$ cat src/rtl/core/tun_pkg.sv
`default_nettype none
package tun_pkg;

    localparam int COORD_WIDTH      = 16;
    localparam int NORMAL_FRAC_BITS = 14;
    localparam int NORMAL_WIDTH     = NORMAL_FRAC_BITS + 2;
    localparam int NORMAL_ONE       = 2 ** NORMAL_FRAC_BITS;

    localparam int EDGE_WIDTH  = COORD_WIDTH + 1;
    localparam int PROD_WIDTH  = 2 * EDGE_WIDTH;
    localparam int CROSS_WIDTH = PROD_WIDTH + 1;
    localparam int MAG_WIDTH   = PROD_WIDTH;
    localparam int HALF_WIDTH  = MAG_WIDTH / 2;
    localparam int SQ_WIDTH    = 2 * MAG_WIDTH;
    localparam int SUM_WIDTH   = SQ_WIDTH + 2;
    localparam int K_SHIFT     = 2 * NORMAL_FRAC_BITS + 2;
    localparam int K_WIDTH     = SQ_WIDTH + K_SHIFT;
    localparam int ACC_WIDTH   = SUM_WIDTH + K_SHIFT + 3;
    localparam int Q_WIDTH     = NORMAL_FRAC_BITS + 1;
    localparam int NUM_CELLS   = NORMAL_FRAC_BITS + 1;
    localparam int LANES       = 3;

    // one normal component on its way through the cell chain
    typedef struct packed {
        logic                 neg;
        logic [K_WIDTH-1:0]   k;   // c^2 * 4^(F+1)
        logic [ACC_WIDTH-1:0] p;   // (2q-1)^2 * S
        logic [ACC_WIDTH-1:0] z;   // scaled (2q-1) * S, two's complement
        logic [Q_WIDTH-1:0]   q;
    } tun_lane_t;

    typedef struct packed {
        logic                       valid;
        logic                       degen;
        logic [ACC_WIDTH-1:0]       y;  // scaled S
        tun_lane_t [LANES-1:0]      lane;
    } tun_cell_t;

    typedef struct packed {
        logic [LANES-1:0][NORMAL_WIDTH-1:0] normal;
        logic                               degen;
    } tun_result_t;

endpackage
`default_nettype wire

$ cat src/rtl/core/tun_out.sv
`default_nettype none
// Output register plus one skid entry; the chain runs while the skid is empty.
module tun_out (
    input  wire logic          aclk,
    input  wire logic          aresetn,
    input  tun_pkg::tun_cell_t cell_in,
    output logic               en,
    output logic               m_valid,
    input  wire logic          m_ready,
    output tun_pkg::tun_result_t result
);

    tun_pkg::tun_result_t                    res_next, out_reg, skid_reg;
    logic                                    out_valid_reg, skid_full_reg;
    logic [tun_pkg::NORMAL_WIDTH-1:0]        mag [tun_pkg::LANES];
    logic                                    incoming, out_free;

    always_comb begin
        res_next.degen = cell_in.degen;
        for (int i = 0; i < tun_pkg::LANES; i++) begin
            mag[i] = {1'b0, cell_in.lane[i].q};
            if (cell_in.degen) begin
                res_next.normal[i] = '0;
            end else if (cell_in.lane[i].neg) begin
                res_next.normal[i] = '0 - mag[i];
            end else begin
                res_next.normal[i] = mag[i];
            end
        end
    end

    assign en       = !skid_full_reg;
    assign incoming = cell_in.valid && en;
    assign out_free = !out_valid_reg || m_ready;

    always_ff @(posedge aclk) begin
        if (!aresetn) begin
            out_valid_reg <= 1'b0;
            skid_full_reg <= 1'b0;
        end else if (skid_full_reg) begin
            if (out_free) begin
                out_valid_reg <= 1'b1;
                skid_full_reg <= 1'b0;
            end
        end else if (incoming) begin
            if (out_free) begin
                out_valid_reg <= 1'b1;
            end else begin
                skid_full_reg <= 1'b1;
            end
        end else if (m_ready) begin
            out_valid_reg <= 1'b0;
        end
    end

    always_ff @(posedge aclk) begin
        if (skid_full_reg) begin
            if (out_free) begin
                out_reg <= skid_reg;
            end
        end else if (incoming) begin
            if (out_free) begin
                out_reg <= res_next;
            end else begin
                skid_reg <= res_next;
            end
        end
    end

    assign m_valid = out_valid_reg;
    assign result  = out_reg;

endmodule
`default_nettype wire

$ cat config.mk
export PLATFORM = sky130hd
export DESIGN_NAME = tun_out
export DESIGN_NICKNAME = d
export VERILOG_FILES = /design/src/rtl/core/tun_pkg.sv /design/src/rtl/core/tun_out.sv
export SDC_FILE = /design/constraint.sdc
export NUM_CORES = 1
export LEC_CHECK = 0
export BUFFER_PORTS_ARGS = -buffer_cell sky130_fd_sc_hd__buf_2
export CORE_AREA = 10 10 433 435
export CTS_CLUSTER_SIZE = 30
export DETAILED_ROUTE_END_ITERATION = 12
export DIE_AREA = 0 0 443 445
export SLEW_MARGIN = 30
export SYNTH_ARGS = -nofsm -noshare
export SYNTH_HDL_FRONTEND = slang
export SYNTH_SLANG_ARGS = --single-unit
$ cat constraint.sdc
create_clock -name aclk -period 13.9 [get_ports aclk]
set_input_delay 1.39 -clock aclk [delete_from_list [all_inputs] [get_ports aclk]]
set_output_delay 1.39 -clock aclk [all_outputs]
set_load 0.005 [all_outputs]
==> Word level (Yosys, flattened, before mapping) <==
Index checks and enable logic that the tools add are counted.
{ "word_totals": {"out_inout_bits": 51, "regBits": 100, "inputBits": 1068, "word_cells": 40} }
{ "op_classes": {"add_sub_neg": 3, "mux": 17, "bitwise_logic": 2, "n_reduce_logical": 8} }
{ "op_table": {"columns": ["op", "count"], "rows": [
  ["49-bit two-way mux", 4],
  ["16-bit two-way mux", 6],
  ["1-bit by 15-bit subtractor with 16-bit output, first input constant", 3],
  ["1-bit two-way mux", 7],
  ["3-bit AND reduction", 1],
  ["3-bit nonzero test", 1],
  ["1-bit zero test", 2],
  ["1-bit inverter", 2],
  ["2-bit AND reduction", 1],
  ["2-bit nonzero test", 1],
  ["1-bit logical AND", 1],
  ["1-bit logical OR", 1]
]} }

==> Longest topological paths before layout <==
{ "depth": {"ltp_word": 6, "ltp_mapped": 6, "mapped_depth_nobuf": 6} }

==> Worst setup path after synthesis <==
No wires, ideal clock.
{ "synth_timing": {"path_type": "input -> register", "startpoint": "input port m_ready", "endpoint": "register skid_reg[0] (netlist bit) (enable)", "n_path_buf": 0, "setup_ns": 0.526, "arrival_time_ns": 5.186, "required_ns": 13.374, "path_stages": 2, "path_slack_ns": 8.187, "path_cell_list": "nand2b_1 nor3b_1"} }
{ "synth_between": {"elab_chain_cells": 3} }
{ "synth_rtl": {"columns": ["item", "line", "text"], "rows": [
  ["start: declaration", "tun_out.sv:9", "input wire logic m_ready,"],
  ["1-bit logical OR", "tun_out.sv:34", "assign out_free = !out_valid_reg || m_ready;"],
  ["1-bit inverter (no line)", null, null],
  ["3-bit AND reduction (no line)", null, null],
  ["end signal: assignment", "tun_out.sv:65", "skid_reg <= res_next;"],
  ["end: declaration", "tun_out.sv:13", "tun_pkg::tun_result_t res_next, out_reg, skid_reg;"]
]} }
No other way between the ends.
A chain may end at the register's enable or synchronous reset.

==> Final worst setup path <==
{ "layout_timing": {"startpoint": "register skid_full_reg", "endpoint": "output port en"} }
{ "layout_between": {"elab_chain_cells": 1} }
{ "layout_rtl": {"columns": ["item", "line", "text"], "rows": [
  ["start: declaration", "tun_out.sv:14", "logic out_valid_reg, skid_full_reg;"],
  ["start signal: assignment", "tun_out.sv:39", "skid_full_reg <= 1'b0;"],
  ["start signal: assignment", "tun_out.sv:43", "skid_full_reg <= 1'b0;"],
  ["start signal: assignment", "tun_out.sv:49", "skid_full_reg <= 1'b1;"],
  ["1-bit zero test", "tun_out.sv:32", "assign en = !skid_full_reg;"],
  ["end: declaration", "tun_out.sv:7", "output logic en,"]
]} }
No other way between the ends.

==> flow_summary.toml <==
[outcome]
status = "completed"

[synthesis]
synthTopCellsByCount = "98 x edfxtp_1, 57 x nor2_1, 50 x nand2_1, 30 x o21ai_0, 25 x o31ai_1"
syn_avg_cell_area_sq_um = 10.9
ys_seq_area_share_pct = 57.7
synth_edf_count = 98
synth_top_area_share_pct = 56.9
synth_flop_cell = "edfxtp_1"
netlist_instances = 473
synth-seq-cells = 100
synth_area_leader_cell = "edfxtp_1"
synth_fp_nets = 1544
synth.top_cells.by_area = "edfxtp_1 57%, nor2_1 4.1%, xor2_1 3.9%"
yosys_warnings = 0
async_reset_ff_share_pct = 0
synth_area_sq_um = 5170
synth_cell_types = 50
synth_most_common_cell = "edfxtp_1"

[global_route]
antenna_found_initial = 23
grt_first_pass_wirelength_um = 31200
grt_max_degree = 50
grt-ovfl-total = 0
grt_pass1_vias = 3991
track_usage_pct = 2.25

[power_and_ir_drop]
p_leak_nw = 2.22
switchingPower_w = 0.000200
p_seq_share_pct = 50.7
ir_worst_vdd_mv = 0.0498
clkPwrFrac_pct = 35.8
internal_power_w = 0.000512
p_total_w = 0.000712
comb_power_share_pct = 13.5
power_density_nw_per_um2 = 80.2
p_sw_share_pct = 28.1

[run]
maxCapViolCount = 0

[sta]
finalCritPeriodShare_pct = 25.0
slew_viol_final = 0
period_needed_ns = 3.47
setup_violations = 0
holdWs_ns = 0.528
worst_slack_ns = 10.43
hold_viol = 0
worst_pin_slew_ns = 0.865
slew_headroom_pct = 41.8
finalSetupTns_ns = 0
max_clock_freq_mhz = 288
finalClockSkew_ns = 0.0142
rsz0062_at_grt = "false"

[clocking]
post_cts_resized = 0
h-tree-depth = 3
cts_hold_buf = 0
clockBufferDepth = 2
post_cts.repair.setup_buffers = 0
cts_buffers = 9
insertion_delay_ns = 0.37
root_buffer = "clkbuf_16"
cts_tree = "done"
path_clk_slew_ns = 0.08
clock_sinks = 100

[routing]
avgRoutedWirePerCell_um = 7.85
drt_wl_total_um = 23000
vias = 4178
vias_per_cell = 1.42
drc_errors = 0
drtAntennaViolNets = 0
drt_iter0_markers = 424
dr.pass1.iters = 5

[layout]
drive_gt1_share_pct = 25.2
synthToLayoutAreaGrowth_pct = 71.7
nNetsFinal = 1630
final_util_pct = 4.98

[place]
portBuffers = 103
dp_slack_ns = 10.25
dpl.hpwl_um = 18600
gp_congestion = 0.753

[die]
pin_count = 1119
dieArea_sq_um = 197000
die_w_um = 443
placementRows = 155
initial_utilization_pct = 2.90
fp.coreArea_sq_um = 178000
chipHeight_um = 445

[worst_setup_path]
startpoint_type = "flop"
critPathMaxFanout = 42
cp.arrival_ns = 2.08
timing.critical_path.required_ns = 12.51
cp-end-kind = "primary output"
path_class = "flop to primary output"

[min_path]
worst_hold_path_type = "flop to flop"
[cell families after synthesis]
logic type / after synthesis / share of synthesized area (%)
buffers and inverters: 47 / 3.58
adder cells (fa/ha/maj): 3 / 0.726
XOR/XNOR: 35 / 5.93
multiplexers: 6 / 1.21
AND/OR/NAND/NOR: 181 / 17.3
AO/OA/AOI/OAI: 101 / 13.6
flip-flops: 100 / 57.7
[stage by stage]
stage,area (sq um),cells
floorplan,5170,473
finish,8880,2935
global placement,8550,2903
global route,8870,2933
CTS,8840,2919
detailed placement,8550,2903
[area by class of cell]
type	instances	area (sq um)
Antenna cell	16	40.0
Clock buffer	10	229
Clock inverter	6	57.6
Fill cell	20938	169000
Inverter	14	52.6
Multi-Input combinational cell	326	2020
Sequential cell	100	2980
Tap cell	2355	2950
Timing Repair Buffer	108	553
[worst max-delay path: stages, from the launching register on]
cell and delay, ns:
dfxtp_2 0.80, buf_4 0.53, inv_1 0.13, buf_2 0.21
[cells in the final DEF, fill, tap and decap left out, drive strengths merged, types with 3 or more instances in the layout]
cell | synthesis | routed
nand2 | 50 | 50
nor2b | 4 | 4
xor2 | 23 | 23
clkbuf | 23 | 10
o41ai | 10 | 10
ha | 3 | 3
or3 | 10 | 10
a32oi | 3 | 3
nor4 | 8 | 8
buf | 10 | 108
o311ai | 8 | 8
xnor2 | 12 | 12
nor3b | 3 | 3
clkinv | 1 | 5
or2 | 7 | 7
inv | 13 | 15
mux2i | 4 | 4
edfxtp | 98 | 98
o31ai | 25 | 25
nand3 | 4 | 4
nand4 | 5 | 5
diode | 0 | 16
a311o | 3 | 3
nor2 | 57 | 57
a21oi | 9 | 9
a41oi | 3 | 3
o21ai | 32 | 32
or4 | 7 | 7
nor4b | 6 | 6
nand2b | 3 | 3
nor3 | 13 | 13
[final timing paths]
kind                                 start              endpoint  slack, ns  cells after the start
setup / recovery  skid_full_reg$_SDFF_PN0_                    en      10.43                      3
hold / removal      skid_reg[35]$_DFFE_PP_  result[35]$_DFFE_PP_       0.53                      2
setup reg to reg  skid_full_reg$_SDFF_PN0_  result[31]$_DFFE_PP_      11.15                      6
hold reg to reg     skid_reg[35]$_DFFE_PP_  result[35]$_DFFE_PP_       0.53                      2
[layer usage]
layer	share of wire (%)	vias to the layer above	wire (um)	track usage (%)
li1	-	1956	-	-
met1	37	2033	8520	2.34
met2	49	142	11300	3.57
met3	6.0	41	1380	0.638
met4	8.0	6	1840	2.29
met5	0.16	-	37	0
[power groups by stage]
stage	combinational [W]	sequential [W]	clock [W]
2_1_floorplan	0.0000471	0.000365	0
3_3_place_gp	0.0000973	0.000368	0
3_5_place_dp	0.0000980	0.000368	0
4_1_cts	0.0000985	0.000362	0.000263
5_1_grt	0.000106	0.000363	0.000273
6_report	0.0000960	0.000361	0.000255
Power figures use the tool's default switching activity.
